==> src/sv/itoa_pkg.sv <==
// Package for the integer to ASCII converter: mode codes, FSM states,
// digit-path control struct and character constants. No dependencies.
package itoa_pkg;

  localparam int VALUE_BITS = 64;
  localparam int ACTION_BITS = 3;

  typedef enum logic [2:0] {
    ACT_SDEC = 3'd0,
    ACT_UDEC = 3'd1,
    ACT_OCT  = 3'd2,
    ACT_HEXL = 3'd3,
    ACT_HEXU = 3'd4
  } action_t;

  typedef enum logic [1:0] {
    RADIX_DEC,
    RADIX_OCT,
    RADIX_HEX
  } radix_t;

  typedef enum logic [1:0] {
    ST_IDLE,
    ST_CONV,
    ST_SIGN,
    ST_EMIT
  } state_t;

  typedef struct packed {
    logic   load;
    logic   conv;
    logic   shift;
    radix_t radix;
  } dig_ctrl_t;

  localparam logic [7:0] CHAR_ZERO    = 8'h30;
  localparam logic [7:0] CHAR_MINUS   = 8'h2D;
  localparam logic [7:0] CHAR_LOWER_A = 8'h61;
  localparam logic [7:0] CHAR_UPPER_A = 8'h41;

  function automatic logic [7:0] digit_char(input logic [3:0] d, input logic upper);
    logic [7:0] base;
    base = upper ? CHAR_UPPER_A : CHAR_LOWER_A;
    if (d < 4'd10) begin
      return CHAR_ZERO + {4'b0000, d};
    end
    return base + {4'b0000, d} - 8'd10;
  endfunction

endpackage

==> src/sv/itoa_ifs.sv <==
// Valid/ready channel interfaces for the converter's input and result words.
// Depends on itoa_pkg.
interface itoa_in_if
  import itoa_pkg::*;
  ();
  logic                   valid;
  logic                   ready;
  logic [ACTION_BITS-1:0] action;
  logic [VALUE_BITS-1:0]  value;

  modport source (output valid, action, value, input ready);
  modport sink (input valid, action, value, output ready);
endinterface

interface itoa_out_if
  import itoa_pkg::*;
  ();
  logic       valid;
  logic       ready;
  logic [7:0] char_code;
  logic       last;

  modport source (output valid, char_code, last, input ready);
  modport sink (input valid, char_code, last, output ready);
endinterface

==> src/sv/itoa_digits.sv <==
// Digit shift register: bit-serial double dabble for decimal, direct load
// for octal and hex, then shifts one digit out per step. Depends on itoa_pkg.
module itoa_digits
  import itoa_pkg::*;
#(
  parameter int VALUE_WIDTH = 64
) (
  input  logic                   clk,
  input  dig_ctrl_t              ctrl,
  input  logic [VALUE_WIDTH-1:0] mag,
  output logic [3:0]             top_digit
);

  localparam int DEC_DIGITS = (VALUE_WIDTH * 30103) / 100000 + 1;
  localparam int OCT_DIGITS = (VALUE_WIDTH + 2) / 3;
  localparam int HEX_DIGITS = (VALUE_WIDTH + 3) / 4;
  localparam int NDIG = (OCT_DIGITS > DEC_DIGITS) ? OCT_DIGITS : DEC_DIGITS;
  localparam int EW = 4 * NDIG;
  localparam int OCT_SH = EW - 3 * OCT_DIGITS;
  localparam int HEX_SH = EW - 4 * HEX_DIGITS;

  logic [EW-1:0]          em_r, em_nxt;
  logic [VALUE_WIDTH-1:0] op_r, op_nxt;
  logic [EW-1:0]          ext;
  logic [EW-1:0]          adj;

  assign ext = {{(EW-VALUE_WIDTH){1'b0}}, mag};

  always_comb begin
    for (int i = 0; i < NDIG; i++) begin
      adj[4*i +: 4] = (em_r[4*i +: 4] >= 4'd5) ? em_r[4*i +: 4] + 4'd3 : em_r[4*i +: 4];
    end
  end

  always_comb begin
    em_nxt = em_r;
    op_nxt = op_r;
    if (ctrl.load) begin
      case (ctrl.radix)
        RADIX_OCT: em_nxt = ext << OCT_SH;
        RADIX_HEX: em_nxt = ext << HEX_SH;
        default: begin
          em_nxt = '0;
          op_nxt = mag;
        end
      endcase
    end else if (ctrl.conv) begin
      em_nxt = {adj[EW-2:0], op_r[VALUE_WIDTH-1]};
      op_nxt = op_r << 1;
    end else if (ctrl.shift) begin
      em_nxt = (ctrl.radix == RADIX_OCT) ? em_r << 3 : em_r << 4;
    end
  end

  always_ff @(posedge clk) begin
    em_r <= em_nxt;
    op_r <= op_nxt;
  end

  assign top_digit = (ctrl.radix == RADIX_OCT) ? {1'b0, em_r[EW-1 -: 3]} : em_r[EW-1 -: 4];

endmodule

==> src/sv/integer_to_ascii_radix.sv <==
// Integer to ASCII converter, top level. Depends on itoa_pkg, itoa_ifs and
// itoa_digits.
//
// Takes one word (mode, operand) at a time and returns its text one
// character per result word, most significant first, last flagged; unused
// modes are dropped. in_word.ready is high only while idle. Each item is
// accepted and loaded into the digit register; decimal modes then run one
// step of bit-serial double dabble per operand bit through the BCD shift
// register. After that the digit register shifts one digit per cycle unless
// a character is held by a low out_word.ready: leading zeros are skipped,
// then each character is emitted (a '-' first for negative signed values).
module integer_to_ascii_radix
  import itoa_pkg::*;
#(
  parameter int VALUE_WIDTH = 64
) (
  input logic         clk,
  input logic         rst_n,
  itoa_in_if.sink     in_word,
  itoa_out_if.source  out_word
);

  localparam int DEC_DIGITS = (VALUE_WIDTH * 30103) / 100000 + 1;
  localparam int OCT_DIGITS = (VALUE_WIDTH + 2) / 3;
  localparam int HEX_DIGITS = (VALUE_WIDTH + 3) / 4;
  localparam int NDIG = (OCT_DIGITS > DEC_DIGITS) ? OCT_DIGITS : DEC_DIGITS;
  localparam int CW = $clog2(NDIG + 1);
  localparam int BW = (VALUE_WIDTH > 1) ? $clog2(VALUE_WIDTH) : 1;

  state_t         state_r, state_nxt;
  radix_t         radix_r, radix_nxt;
  logic           upper_r, upper_nxt;
  logic           neg_r, neg_nxt;
  logic           started_r, started_nxt;
  logic [CW-1:0]  cnt_r, cnt_nxt;
  logic [BW-1:0]  bcnt_r, bcnt_nxt;

  logic [VALUE_WIDTH-1:0] val_w;
  logic [VALUE_WIDTH-1:0] mag;
  logic                   sign_bit;
  dig_ctrl_t              ctrl;
  logic [3:0]             top_digit;
  logic                   show;

  assign val_w = in_word.value[VALUE_WIDTH-1:0];
  assign sign_bit = val_w[VALUE_WIDTH-1];

  itoa_digits #(
    .VALUE_WIDTH(VALUE_WIDTH)
  ) u_digits (
    .clk(clk),
    .ctrl(ctrl),
    .mag(mag),
    .top_digit(top_digit)
  );

  assign show = started_r || (top_digit != 4'd0) || (cnt_r == CW'(1));

  always_comb begin
    state_nxt   = state_r;
    radix_nxt   = radix_r;
    upper_nxt   = upper_r;
    neg_nxt     = neg_r;
    started_nxt = started_r;
    cnt_nxt     = cnt_r;
    bcnt_nxt    = bcnt_r;
    mag         = val_w;
    ctrl.load   = 1'b0;
    ctrl.conv   = 1'b0;
    ctrl.shift  = 1'b0;
    ctrl.radix  = radix_r;
    in_word.ready      = 1'b0;
    out_word.valid     = 1'b0;
    out_word.char_code = digit_char(top_digit, upper_r);
    out_word.last      = 1'b0;

    case (state_r)
      ST_IDLE: begin
        in_word.ready = 1'b1;
        started_nxt = 1'b0;
        bcnt_nxt = BW'(VALUE_WIDTH - 1);
        neg_nxt = 1'b0;
        upper_nxt = 1'b0;
        if (in_word.valid) begin
          case (action_t'(in_word.action))
            ACT_SDEC: begin
              neg_nxt = sign_bit;
              if (sign_bit) begin
                mag = (~val_w) + {{(VALUE_WIDTH-1){1'b0}}, 1'b1};
              end
              ctrl.load = 1'b1;
              ctrl.radix = RADIX_DEC;
              radix_nxt = RADIX_DEC;
              cnt_nxt = CW'(NDIG);
              state_nxt = ST_CONV;
            end
            ACT_UDEC: begin
              ctrl.load = 1'b1;
              ctrl.radix = RADIX_DEC;
              radix_nxt = RADIX_DEC;
              cnt_nxt = CW'(NDIG);
              state_nxt = ST_CONV;
            end
            ACT_OCT: begin
              ctrl.load = 1'b1;
              ctrl.radix = RADIX_OCT;
              radix_nxt = RADIX_OCT;
              cnt_nxt = CW'(OCT_DIGITS);
              state_nxt = ST_EMIT;
            end
            ACT_HEXL: begin
              ctrl.load = 1'b1;
              ctrl.radix = RADIX_HEX;
              radix_nxt = RADIX_HEX;
              cnt_nxt = CW'(HEX_DIGITS);
              state_nxt = ST_EMIT;
            end
            ACT_HEXU: begin
              ctrl.load = 1'b1;
              ctrl.radix = RADIX_HEX;
              radix_nxt = RADIX_HEX;
              upper_nxt = 1'b1;
              cnt_nxt = CW'(HEX_DIGITS);
              state_nxt = ST_EMIT;
            end
            default: begin
              state_nxt = ST_IDLE;
            end
          endcase
        end
      end
      ST_CONV: begin
        ctrl.conv = 1'b1;
        if (bcnt_r == '0) begin
          state_nxt = neg_r ? ST_SIGN : ST_EMIT;
        end else begin
          bcnt_nxt = bcnt_r - BW'(1);
        end
      end
      ST_SIGN: begin
        out_word.valid = 1'b1;
        out_word.char_code = CHAR_MINUS;
        if (out_word.ready) begin
          state_nxt = ST_EMIT;
        end
      end
      ST_EMIT: begin
        if (!show) begin
          ctrl.shift = 1'b1;
          cnt_nxt = cnt_r - CW'(1);
        end else begin
          out_word.valid = 1'b1;
          out_word.last = (cnt_r == CW'(1));
          if (out_word.ready) begin
            started_nxt = 1'b1;
            if (cnt_r == CW'(1)) begin
              state_nxt = ST_IDLE;
            end else begin
              ctrl.shift = 1'b1;
              cnt_nxt = cnt_r - CW'(1);
            end
          end
        end
      end
      default: begin
        state_nxt = ST_IDLE;
      end
    endcase
  end

  always_ff @(posedge clk) begin
    if (!rst_n) begin
      state_r   <= ST_IDLE;
      started_r <= 1'b0;
      neg_r     <= 1'b0;
      cnt_r     <= '0;
      bcnt_r    <= '0;
    end else begin
      state_r   <= state_nxt;
      started_r <= started_nxt;
      neg_r     <= neg_nxt;
      cnt_r     <= cnt_nxt;
      bcnt_r    <= bcnt_nxt;
    end
  end

  always_ff @(posedge clk) begin
    radix_r <= radix_nxt;
    upper_r <= upper_nxt;
  end

endmodule
==> src/flat_wrapper.sv <==
// flat-port wrapper written by rule: the top's interface ports become plain ports
module integer_to_ascii_radix_flat import itoa_pkg::*;
#(
  parameter int VALUE_WIDTH = 64
)
  (clk, rst_n, in_word_valid, in_word_action, in_word_value, in_word_ready, out_word_valid, out_word_char_code, out_word_last, out_word_ready);
  itoa_in_if in_word_i ();
  itoa_out_if out_word_i ();
  input logic clk;
  input logic rst_n;
  input wire logic [$bits(in_word_i.valid)-1:0] in_word_valid;
  input wire logic [$bits(in_word_i.action)-1:0] in_word_action;
  input wire logic [$bits(in_word_i.value)-1:0] in_word_value;
  output wire logic [$bits(in_word_i.ready)-1:0] in_word_ready;
  output wire logic [$bits(out_word_i.valid)-1:0] out_word_valid;
  output wire logic [$bits(out_word_i.char_code)-1:0] out_word_char_code;
  output wire logic [$bits(out_word_i.last)-1:0] out_word_last;
  input wire logic [$bits(out_word_i.ready)-1:0] out_word_ready;
  assign in_word_i.valid = in_word_valid;
  assign in_word_i.action = in_word_action;
  assign in_word_i.value = in_word_value;
  assign in_word_ready = in_word_i.ready;
  assign out_word_valid = out_word_i.valid;
  assign out_word_char_code = out_word_i.char_code;
  assign out_word_last = out_word_i.last;
  assign out_word_i.ready = out_word_ready;
  integer_to_ascii_radix #(.VALUE_WIDTH(VALUE_WIDTH)) u_core (.clk(clk), .rst_n(rst_n), .in_word(in_word_i), .out_word(out_word_i));
endmodule
==> config.mk <==
export PLATFORM = sky130hd
export DESIGN_NAME = integer_to_ascii_radix_flat
export DESIGN_NICKNAME = d
export VERILOG_FILES = /design/src/sv/itoa_pkg.sv /design/src/sv/itoa_ifs.sv /design/src/sv/itoa_digits.sv /design/src/sv/integer_to_ascii_radix.sv /design/src/flat_wrapper.sv
export SDC_FILE = /design/constraint.sdc
export NUM_CORES = 1
export LEC_CHECK = 0
export BUFFER_PORTS_ARGS = -buffer_cell sky130_fd_sc_hd__buf_2
export CORE_MARGIN = 10
export CORE_UTILIZATION = 50
export CTS_CLUSTER_DIAMETER = 60
export DETAILED_ROUTE_END_ITERATION = 10
export MAX_ROUTING_LAYER = met4
export PLACE_DENSITY = 0.68
export REMOVE_ABC_BUFFERS = 1
export SYNTH_ARGS = -nofsm -noshare
export SYNTH_HDL_FRONTEND = slang
export SYNTH_SLANG_ARGS = --single-unit
==> constraint.sdc <==
create_clock -name clk -period 22.2 [get_ports clk]
set_clock_uncertainty 0.15 [all_clocks]
set_input_delay 2.22 -clock clk [delete_from_list [all_inputs] [get_ports clk]]
set_output_delay 2.22 -clock clk [all_outputs]
set_load 0.005 [all_outputs]
==> flow_metrics.env, run 1 <==
export IMPL_outcome="finished, final reports clean"
export IMPL_num_fill_cells=2323
export IMPL_power_density_mw_per_mm2=155
export IMPL_ys_seq_area_share_pct=37.3
export IMPL_grt_busiest_layer="met2"
export IMPL_critPathMaxFanout=11
export IMPL_ctsHoldBuffers=0
export IMPL_die_w_um=183
export IMPL_syn_avg_cell_area_um2=8.74
export IMPL_grt_max_degree=91
export IMPL_cts_sinks=170
export IMPL_rows=59
export IMPL_endpoint_kind="output pin"
export IMPL_post_cts_setup_buffers=0
export IMPL_start_kind="input port"
export IMPL_overflow=0
export IMPL_cp_required_ps=19830
export IMPL_first_pass_iters=5
export IMPL_met3_usage_pct=3.20
export IMPL_finalCritPeriodShare_pct=31.3
export IMPL_timing_final_crit_period_ps=6960
export IMPL_fin_cells=1884
export IMPL_yosysTopAreaCell="edfxtp_1"
export IMPL_clkTransAtPathRegs_ps=70
export IMPL_tightest_slew_ps=1070
export IMPL_dpl_cell_count=1852
export IMPL_ys_seq_elements=170
export IMPL_netlist_area_mm2=0.0132
export IMPL_synth_distinct_cells=71
export IMPL_timing_fmax_ghz=0.144
export IMPL_ys_warn_count=0
export IMPL_avgViaCountPerCell=6.31
export IMPL_synth_edf_count=153
export IMPL_slowest_delay_ps=510
export IMPL_setup_worst_path_class="in2out"
export IMPL_start_util_pct=50.8
export IMPL_core_mm2=0.0261
export IMPL_min_path_type="reg2reg"
export IMPL_hold_violations=0
export IMPL_tritoncts="done"
export IMPL_gp_congestion=0.922
export IMPL_ir_drop_mv=0.0789
export IMPL_synth_top_area_share_pct=34.7
export IMPL_cp_cell_sequence="buf_2 -> o21ai_0 -> nand3_4 -> a32o_1 -> inv_1 -> ha_4 -> mux2i_1 -> ha_1 -> a221o_1 -> nor2_1 -> buf_2"
export IMPL_clock_root_buffer="clkbuf_16"
export IMPL_wl_per_cell_um=19.8
export IMPL_area_growth_pct=9.39
export IMPL_final_cell_mix="nand2_1, edfxtp_1, a21oi_1, o21ai_0, nor2_1"
export IMPL_clk_latency_ps=450
export IMPL_synthTopCellsByArea="edfxtp_1, nand2_1, ha_1"
export IMPL_postSynthCellCount=1514
export IMPL_cts_buffers=17
export IMPL_grtUsageTotal_pct=22.3
export IMPL_grt_use_met2_pct=34.9
export IMPL_setup_tns_ps=0
export IMPL_ys_async_sr_fraction_pct=0
export IMPL_ctsResizeCount=0
export IMPL_grt_pass1_wl_um=59700
export IMPL_htreeDepth=4
export IMPL_final_nets=1665
export IMPL_place_area_mm2=0.0139
export IMPL_final_common_cell="nand2_1"
export IMPL_stdcell_area_mm2=0.0145
export IMPL_die_area_mm2=0.0334
export IMPL_cts_buffer_depth=2
export IMPL_slowest_stage="o21ai_0"
export IMPL_critPathTopFamily="compound AO/OA/AOI/OAI gates"
export IMPL_n_antenna_cell=0
export IMPL_port_buffers=80
export IMPL_num_vias=11900
export IMPL_dp_hpwl_um=25200
export IMPL_ant_nets=0
export IMPL_num_io_pins=82
export IMPL_drive_above_1_share_pct=10.7
export IMPL_drt_iter0_drc=1135
export IMPL_grtUsageMet1_pct=29.4
export IMPL_crit_arrival_ps=4590
export IMPL_cp_num_buf_inv=3
export IMPL_multi_input_area_mm2=0.00774
export IMPL_synthFlopType="edfxtp_1"
export IMPL_setup_violations=0
export IMPL_cp_common_cell="buf_2"
export IMPL_grt_pass1_vias=11200
export IMPL_antenna_found_initial=0
export IMPL_drcViolationCount=0
export IMPL_die_y_um=183
export IMPL_p_leak_nw=5.42
export IMPL_rsz0062_at_grt="no"
export IMPL_slew_headroom_pct=28.9
export IMPL_drv_cap=0
export IMPL_final_seq_area_mm2=0.00493
export IMPL_wirelength_um=37300
export IMPL_slew_violations=0
## sequential cells by signal, summed over array words and instances, names as in the netlist
register,flops
u_core.started_r,1
u_core.bcnt_r,6
u_core.neg_r,1
u_core.u_digits.op_r,64
u_core.u_digits.em_r,88
u_core.upper_r,1
u_core.state_r,2
u_core.radix_r,2
u_core.cnt_r,5
## stage by stage
stage	hold WS [ps]	power [mW]	utilization [%]	worst slack, ps
CTS	318	2.23	55.6	15230
global route	339	2.42	55.6	15040
detailed placement	312	1.92	53.3	15240
finish	314	2.24	55.6	15240
global placement	303	1.88	53.3	15290
floorplan	293	1.66	-	7460
## cell type report
cell class | instances | area share, %
Clock buffer | 19 | 3.28
Clock inverter | 13 | 0.821
Inverter | 68 | 1.76
Multi-Input combinational cell | 1181 | 53.5
Sequential cell | 170 | 34.1
Tap cell | 335 | 2.89
Timing Repair Buffer | 98 | 3.70
## cells by family after synthesis
logic type                 synth area share [%]
muxes                                      4.64
AOI/OAI and AO/OA                          23.0
buffers and inverters                      4.70
adders and majority gates                  5.48
other                                    0.0283
and+or+nand+nor                            19.2
DFF                                        37.3
xor gates and xnor gates                   5.69
## worst paths after layout
path                     startpoint                  endpoint  slack (ps)  cells past startpoint
setup / recovery  in_word_action[1]     out_word_char_code[1]       15240                     11
hold / removal         u_core.neg_r              u_core.neg_r         310                      2
setup reg to reg  u_core.state_r[1]  u_core.u_digits.em_r[30]       17550                     12
hold reg to reg        u_core.neg_r              u_core.neg_r         310                      2
## metal layers
| layer | routed length (um) | up-vias |
|---|---|---|
| li1 | - | 5691 |
| met5 | 0 | - |
| met3 | 2310 | 51 |
| met4 | 813 | 0 |
| met2 | 17300 | 439 |
| met1 | 16800 | 5714 |
## worst register-to-register path, stage by stage, from the launching register on
cell and delay, ps:
dfxtp_1 350, inv_1 140, ha_1 460, and3b_1 340, o22ai_1 140, inv_1 120
ha_4 220, buf_4 710, nor2b_1 440, nand2_1 630, buf_4 500, a2bb2oi_1 190
o21ai_0 80
## power breakdown
part	total, mW	internal, mW	switching, mW
Combinational	1.17	0.481	0.692
Clock	0.309	0.162	0.146
Sequential	0.757	0.614	0.143
## cell usage after synthesis, types with 9 or more instances
master    count
nor2b_1      25
or4_1         9
ha_1         58
mux2i_1      49
a31oi_1      17
nor3b_1      17
nand2b_1     28
o211a_1      11
nand3_1      40
a211oi_1     54
nor4_1       22
nand2_1     202
nor3_1       26
mux2_2       11
buf_1        13
clkbuf_1     78
o21ai_0     107
inv_1        67
a21boi_0     10
nor2_1       95
or3_1         9
o221ai_1     40
edfxtp_1    153
dfxtp_1      17
a21oi_1     108
a211o_1       9
xnor2_1      57
o31ai_1      12
xor2_1       29
o211ai_1     36
Power figures use the tool's default switching activity.
==> run 2, diff against run 1 <==
==> constraint.sdc (replaced) <==
create_clock -name clk -period 6.49 [get_ports clk]
set_clock_uncertainty 0.15 [all_clocks]
set_input_delay 0.649 -clock clk [delete_from_list [all_inputs] [get_ports clk]]
set_output_delay 0.649 -clock clk [all_outputs]
set_load 0.005 [all_outputs]
==> flow_metrics.env, run 2 (synthesis gave the netlist of run 1 again) <==
export IMPL_drv_cap=0
export IMPL_min_from="u_core.neg_r"
export IMPL_power_density_mw_per_mm2=530
export IMPL_clock_root_buffer="clkbuf_16"
export IMPL_endpoint_kind="output pin"
export IMPL_cts_buffers=17
export IMPL_dp_slack_ps=2120
export IMPL_die_y_um=183
export IMPL_n_antenna_cell=0
export IMPL_area_growth_pct=9.32
export IMPL_post_cts_setup_buffers=0
export IMPL_cts_sinks=170
export IMPL_start_kind="flip-flop"
export IMPL_final_cell_mix="nand2_1, edfxtp_1, a21oi_1, o21ai_0, nor2_1"
export IMPL_htreeDepth=4
export IMPL_grtUsageTotal_pct=22.4
export IMPL_ctsHoldBuffers=0
export IMPL_p_leak_nw=5.41
export IMPL_rows=59
export IMPL_drcViolationCount=0
export IMPL_crit_start="u_core.state_r[1]"
export IMPL_r2r_start="u_core.state_r[1]"
export IMPL_clk_latency_ps=440
export IMPL_min_path_type="reg2reg"
export IMPL_ant_nets=0
export IMPL_num_vias=11900
export IMPL_grt_pass1_vias=11400
export IMPL_slew_violations=0
export IMPL_critPathMaxFanout=33
export IMPL_cts_buffer_depth=2
export IMPL_tritoncts="done"
export IMPL_ctsResizeCount=0
export IMPL_dp_hpwl_um=25400
export IMPL_setup_worst_path_class="reg2out"
export IMPL_hold_violations=0
export IMPL_final_nets=1663
export IMPL_drt_iter0_drc=1302
export IMPL_ir_drop_mv=0.281
export IMPL_timing_final_crit_period_ps=4350
export IMPL_setup_violations=0
export IMPL_final_common_cell="nand2_1"
export IMPL_finalCritPeriodShare_pct=67.0
export IMPL_antenna_found_initial=0
export IMPL_regMostFlops="u_core.u_digits.em_r"
export IMPL_drive_above_1_share_pct=10.5
export IMPL_grt_pass1_wl_um=60000
export IMPL_die_area_mm2=0.0334
export IMPL_crit_arrival_ps=3550
export IMPL_outcome="finished, final reports clean"
export IMPL_avgViaCountPerCell=6.30
export IMPL_worst_slack_ps=2140
export IMPL_cp_required_ps=5690
export IMPL_grt_max_degree=91
export IMPL_die_w_um=183
export IMPL_timing_fmax_ghz=0.230
export IMPL_final_core_util_pct=55.5
export IMPL_wl_per_cell_um=19.9
export IMPL_slew_headroom_pct=27.2
export IMPL_core_mm2=0.0261
export IMPL_wirelength_um=37400
export IMPL_rsz0062_at_grt="no"
export IMPL_num_io_pins=82
export IMPL_gp_congestion=0.935
export IMPL_largest_reg_flops=88
export IMPL_overflow=0
export IMPL_port_buffers=80
export IMPL_start_util_pct=50.8
export IMPL_clkTransAtPathRegs_ps=80
export IMPL_first_pass_iters=5
export IMPL_reg_top3="u_core.u_digits.em_r x88, u_core.u_digits.op_r x64, u_core.bcnt_r x6"
export IMPL_tightest_slew_ps=1080
[run 2: worst paths after layout]
path,to,slack [ps],depth (start not counted)
max,out_word_char_code[1],2140,11
min,u_core.neg_r,310,2
max reg2reg,u_core.u_digits.em_r[74],2270,10
min reg2reg,u_core.neg_r,310,2
[run 2: worst max-delay path: stages, from the launching register on]
cell and delay [ps]:
dfxtp_1 340, inv_1 130, ha_1 450, and3b_1 350, o22ai_1 130, inv_1 120
ha_4 410, mux2i_1 300, ha_1 270, a221o_1 310, nor2_1 130, buf_2 130
[run 2: power breakdown]
part | total (mW) | switching (mW) | internal (mW)
Combinational | 4.04 | 2.39 | 1.65
Clock | 1.04 | 0.491 | 0.553
Sequential | 2.59 | 0.490 | 2.10
Total | 7.67 | 3.37 | 4.30
[run 2: cell type report]
class / count / area (um^2)
inverters: 68 / 255
well taps: 335 / 419
multi-input cells: 1181 / 7740
repair buffers: 96 / 533
clock buffers: 19 / 475
clock inverters: 13 / 111
fillers: 2371 / 11600
flip-flops and latches: 170 / 4930
[run 2: stage by stage]
| step | TNS [ps] | total power, mW | instance area [um^2] | hold slack (ps) | std cells |
|---|---|---|---|---|---|
| after detailed placement | 0 | 6.58 | 13900 | 313 | 1850 |
| final | 0 | 7.67 | 14500 | 313 | 1882 |
| after floorplan | -1059920 | 5.67 | 12900 | 293 | 1419 |
| after CTS | 0 | 7.65 | 14500 | 319 | 1882 |
| after global placement | 0 | 6.47 | 13900 | 307 | 1850 |
| after global routing | 0 | 8.31 | 14500 | 373 | 1882 |
[run 2: layer usage]
layer / vias up / GRT usage [%] / routed length (um)
met5: - / - / 0
met1: 5621 / 29.8 / 16800
met3: 61 / 2.93 / 2610
li1: 5684 / - / -
met2: 498 / 34.8 / 17100
met4: 0 / 7.39 / 882
